--- config.mk ---
export PLATFORM = sky130hd
export DESIGN_NAME = lqbm_ctrl
export DESIGN_NICKNAME = d
export VERILOG_FILES = /design/src/sv/lqbm_pkg.sv /design/src/sv/lqbm_ctrl.sv
export SDC_FILE = /design/constraint.sdc
export NUM_CORES = 1
export LEC_CHECK = 0
export ABC_AREA = 1
export BUFFER_PORTS_ARGS = -buffer_cell sky130_fd_sc_hd__buf_2
export CAP_MARGIN = 20
export CORE_AREA = 4 4 41 43
export DETAILED_ROUTE_END_ITERATION = 10
export DIE_AREA = 0 0 45 47
export PLACE_DENSITY = 0.51
export SLEW_MARGIN = 5
export SYNTH_ARGS = -nofsm -noshare
export SYNTH_HDL_FRONTEND = slang
export SYNTH_SLANG_ARGS = --single-unit
--- constraint.sdc ---
create_clock -name clk -period 1.65 [get_ports clk]
set_input_delay 0.165 -clock clk [delete_from_list [all_inputs] [get_ports clk]]
set_output_delay 0.165 -clock clk [all_outputs]
set_load 0.01 [all_outputs]
--- src/sv/lqbm_pkg.sv ---
// Shared constants, types and helpers for the linked queue buffer manager.
package lqbm_pkg;

	// Pool size and derived widths; the value ENTRY_COUNT itself is the null link
	localparam int ENTRY_COUNT = 1024;
	localparam int IDX_W       = $clog2(ENTRY_COUNT);
	localparam int LINK_W      = $clog2(ENTRY_COUNT + 1);
	localparam logic [LINK_W-1:0] NULL_LINK = LINK_W'(ENTRY_COUNT);

	// Fixed transaction field widths
	localparam int OPC_W       = 2;
	localparam int IDX_FIELD_W = 10;

	typedef enum logic [OPC_W-1:0] {
		OP_ALLOC  = 2'd0,
		OP_FREE   = 2'd1,
		OP_APPEND = 2'd2,
		OP_TAKE   = 2'd3
	} opcode_t;

	localparam logic QSEL_DATA     = 1'b0;
	localparam logic QSEL_RESPONSE = 1'b1;

	localparam logic STATUS_DONE  = 1'b0;
	localparam logic STATUS_EMPTY = 1'b1;

	// Commands from the controller to the datapath
	typedef struct packed {
		logic init_wr;    // write one entry of the reset chain
		logic accept;     // capture the request and read the head's link
		logic step;       // main update of lists and link memory
		logic step2;      // second link write of an append
		logic load_fresh; // load output from this cycle's result
		logic load_held;  // load output from the held result
	} ctrl_cmd_t;

	// Status from the datapath to the controller
	typedef struct packed {
		logic    init_last;
		opcode_t op;
		logic    out_free;
	} dp_stat_t;

	function automatic logic link_ok(input logic [LINK_W-1:0] l);
		return l < NULL_LINK;
	endfunction

endpackage

--- src/sv/lqbm_ctrl.sv ---
// Controller state machine: link memory init sweep and per-transaction sequencing.
module lqbm_ctrl (
	input  logic                  clk,
	input  logic                  arst_n,
	input  logic                  req_valid,
	output logic                  req_ready,
	input  lqbm_pkg::dp_stat_t    stat,
	output lqbm_pkg::ctrl_cmd_t   cmd
);
	import lqbm_pkg::*;

	typedef enum logic [4:0] {
		ST_INIT  = 5'b00001,
		ST_IDLE  = 5'b00010,
		ST_STEP  = 5'b00100,
		ST_STEP2 = 5'b01000,
		ST_HOLD  = 5'b10000
	} state_t;

	state_t state_q, state_d;

	// State register
	always_ff @(posedge clk or negedge arst_n) begin
		if (!arst_n) begin
			state_q <= ST_INIT;
		end else begin
			state_q <= state_d;
		end
	end

	// Next state and commands
	always_comb begin
		state_d   = state_q;
		cmd       = '0;
		req_ready = 1'b0;
		unique case (state_q)
			ST_INIT: begin
				cmd.init_wr = 1'b1;
				if (stat.init_last) begin
					state_d = ST_IDLE;
				end
			end
			ST_IDLE: begin
				req_ready = 1'b1;
				if (req_valid) begin
					cmd.accept = 1'b1;
					state_d    = ST_STEP;
				end
			end
			ST_STEP: begin
				cmd.step = 1'b1;
				if (stat.op == OP_APPEND) begin
					state_d = ST_STEP2;
				end else if (stat.out_free) begin
					cmd.load_fresh = 1'b1;
					state_d        = ST_IDLE;
				end else begin
					state_d = ST_HOLD;
				end
			end
			ST_STEP2: begin
				cmd.step2 = 1'b1;
				if (stat.out_free) begin
					cmd.load_fresh = 1'b1;
					state_d        = ST_IDLE;
				end else begin
					state_d = ST_HOLD;
				end
			end
			ST_HOLD: begin
				if (stat.out_free) begin
					cmd.load_held = 1'b1;
					state_d       = ST_IDLE;
				end
			end
			default: begin
				state_d = ST_INIT;
			end
		endcase
	end

endmodule

==> results_dict.tcl <==
set metrics [dict create \
    drt_iter0_drc 12 \
    synth.yosys.seq_area_share_pct 33.3 \
    finalNonFillerCells 84 \
    largest-register "state_q" \
    die_h_um 47 \
    wire_per_inst_um 9.81 \
    power_switching_w 0.000324 \
    synth-edff-count 0 \
    initial_utilization_pct 29.1 \
    hold_class "input pin to flip-flop" \
    power_frac_seq_pct 30.0 \
    synth_top_cell_area_share_pct 26.4 \
    antenna_found_initial 0 \
    clock_skew_ns 0.0104 \
    synth_top_cell_by_area "dfrtp_1" \
    htree_levels 1 \
    root_buffer "clkbuf_4" \
    vias 361 \
    timing.final.max_slew_violations 0 \
    fmax_ghz 0.651 \
    dr.pass1.iters 4 \
    seq_area_um2 126 \
    io_pins 14 \
    setup_viol 0 \
    area_growth_pct 31.7 \
    synth-seq-cells 5 \
    start_kind "flip-flop" \
    hold_violations 0 \
    numCtsBuffers 3 \
    cts_setup_buffers 0 \
    clock-sinks 5 \
    maxCapViolations 0 \
    nFillCells 151 \
    synthFlopType "dfrtp_1" \
    whs_path_depth 2 \
    synth_nets 58 \
    slowest_delay_ns 0.55 \
    fin_nets 77 \
    finalSetupTns_ns 0 \
    synth.cell_area_um2 379 \
    grt_pass1_wl_mm 1.32 \
    critPathBufInv 2 \
    leakage_nw 0.286 \
    worstPathRequired_ns 1.48 \
    rsz0062_at_grt "no" \
    cts_tree "done" \
    clockBufferDepth 2 \
    post_drt_via_cell_ratio 4.30 \
    io_buffers 13 \
    relSlewSlack_pct 84.5 \
    holdWs_ns 0.153 \
    cts.clk_slew.worst_paths_ns 0.04 \
    grt_max_degree 7 \
    largest_register_ffs 5 \
    fp-row-count 13 \
    yosys-top-cells-count "inv_1, nand2_1, nor2_1" \
    reg2reg_slack_ns 0.44 \
    async_flop_share_pct 100 \
    yosysMostFrequentCell "inv_1" \
    groute.usage.overall_pct 8.97 \
    critical_path_class "flip-flop to output port" \
    crit_slowest_cell "dfstp_2" \
    rr_endpoint "state_q[1]$_DFFE_PN0P_" \
    hold_start "stat[0]" \
    multiInputGateArea_um2 204 \
    netSwitchingFraction_pct 45.0 \
    worstMarginPinSlew_ns 0.232 \
    crit_fanout 3 \
    p_comb_share_pct 49.8 \
    grt-ovfl-total 0 \
    status "finished clean" \
    cp_cell_sequence "inv_2 > nor2_2 > nand4_1 > nand2_1 > nor3_1 > buf_2" \
    syn_inst 51 \
    final_layout_size_suffix_gt1_share_pct 40.6 \
    synthTopCellsByArea "dfrtp_1, nor2_4, inv_1" \
    cp-end-kind "output port" \
    drtAntennaViolNets 0 \
    ff2ff_path_depth 7 \
    power.internal_w 0.000396 \
    path_delay_family "flip-flops" \
    die-area_um2 2120 \
    synth_warnings 0 \
    clkPwrFrac_pct 20.3 \
    routabilityCongestion 0.725 \
    hold-path-endpoint "state_q[4]$_DFFE_PN0P_" \
    reg_top3 "state_q (5)" \
    peakVddDrop_v 0.000581 \
    synth.avg_cell_area_um2 7.43 \
    r2r-start "state_q[0]$_DFFE_PN1P_" \
    ys_types 16 \
    diodes 0 \
    power_density_nw_per_um2 1440 \
    core_area_um2 1300 \
    route.detailed.drc 0 \
    dp_hpwl_um 669 \
    period_share_pct 93.1 \
    dpl.cell_count 79 \
    die_x_um 45 \
    min_period_ns 1.54 \
    clkLatencyLatePin_ns 0.25 \
    grt_pass1_vias 326 \
    critPathArrivalTime_ns 1.37 \
    routed_wl_um 824 \
]
[metrics by stage]
stage | total power (W) | setup slack [ns] | util [%] | instance area [µm²]
floorplan | 0.000482 | 0.433 | - | 379
global placement | 0.000578 | 0.384 | 35.6 | 463
detailed placement | 0.000578 | 0.378 | 35.6 | 463
CTS | 0.000728 | 0.113 | 38.4 | 499
global route | 0.000779 | 0.0266 | 38.4 | 499
finish | 0.000720 | 0.114 | 38.4 | 499
[power by group through the flow]
stage	clock [W]	combinational [W]	sequential, W
floorplan	0	0.000269	0.000213
global placement	0	0.000361	0.000216
detailed placement	0	0.000360	0.000218
CTS	0.000148	0.000364	0.000216
global route	0.000156	0.000402	0.000221
finish	0.000146	0.000358	0.000216
[worst max-delay path by stage]
stage / from / endpoint / slack, ns / cells past startpoint
after global placement: state_q[0]$_DFFE_PN1P_ / cmd[4] / 0.38 / 6
after detailed placement: state_q[0]$_DFFE_PN1P_ / cmd[4] / 0.38 / 6
final: state_q[0]$_DFFE_PN1P_ / cmd[4] / 0.11 / 6
after CTS: state_q[0]$_DFFE_PN1P_ / cmd[4] / 0.11 / 6
after global routing: state_q[0]$_DFFE_PN1P_ / cmd[4] / 0.03 / 6
after floorplan: state_q[0]$_DFFE_PN1P_ / cmd[4] / 0.43 / 4
[area by class of cell]
type                       instances  area share [%]
clock buffer                       4            5.26
tap                               15            3.76
sequential                         5            25.3
multi-input combinational         33            40.9
timing repair buffer              14            15.0
inverter                          13            9.77
[routing by layer]
metal	track usage (%)	vias to the layer above	routed length, µm
li1	-	195	-
met5	0	-	0
met4	3.51	0	0
met1	10.6	154	391
met2	14.4	12	354
met3	3.83	0	78
[cells by family (layout without fill, tap and decap cells)]
logic type / count (synthesis) / count (layout) / synth area share, %
compound gates: 3 / 3 / 3.96
buf+inv: 13 / 31 / 12.9
flops: 5 / 5 / 33.3
simple gates: 30 / 30 / 49.8
[timing repair]
action / CTS / global route
hold buffers: 1 / 0
setup endpoints to repair: 0 / 0
endpoints found under the hold margin: 5 / 0
resized for setup: 0 / 0
[worst register-to-register path, stage by stage, from the launching register on]
cell,delay (ns)
dfstp_2,0.55
inv_2,0.06
nor2_2,0.09
nand4_1,0.11
nand2_1,0.14
nor2_1,0.05
nand2_1,0.06
nand2_1,0.04
[cells in the final DEF (no fill, tap or decap), drive strengths merged]
master,count
nand3,5
o21ai,2
dfstp,1
dfrtp,4
buf,13
inv,13
nor2,11
nand4,4
clkbuf,4
nor3,2
a21oi,1
nand2,8
dlygate4sd3,1
No activity file was read; power rests on OpenSTA's default activity.
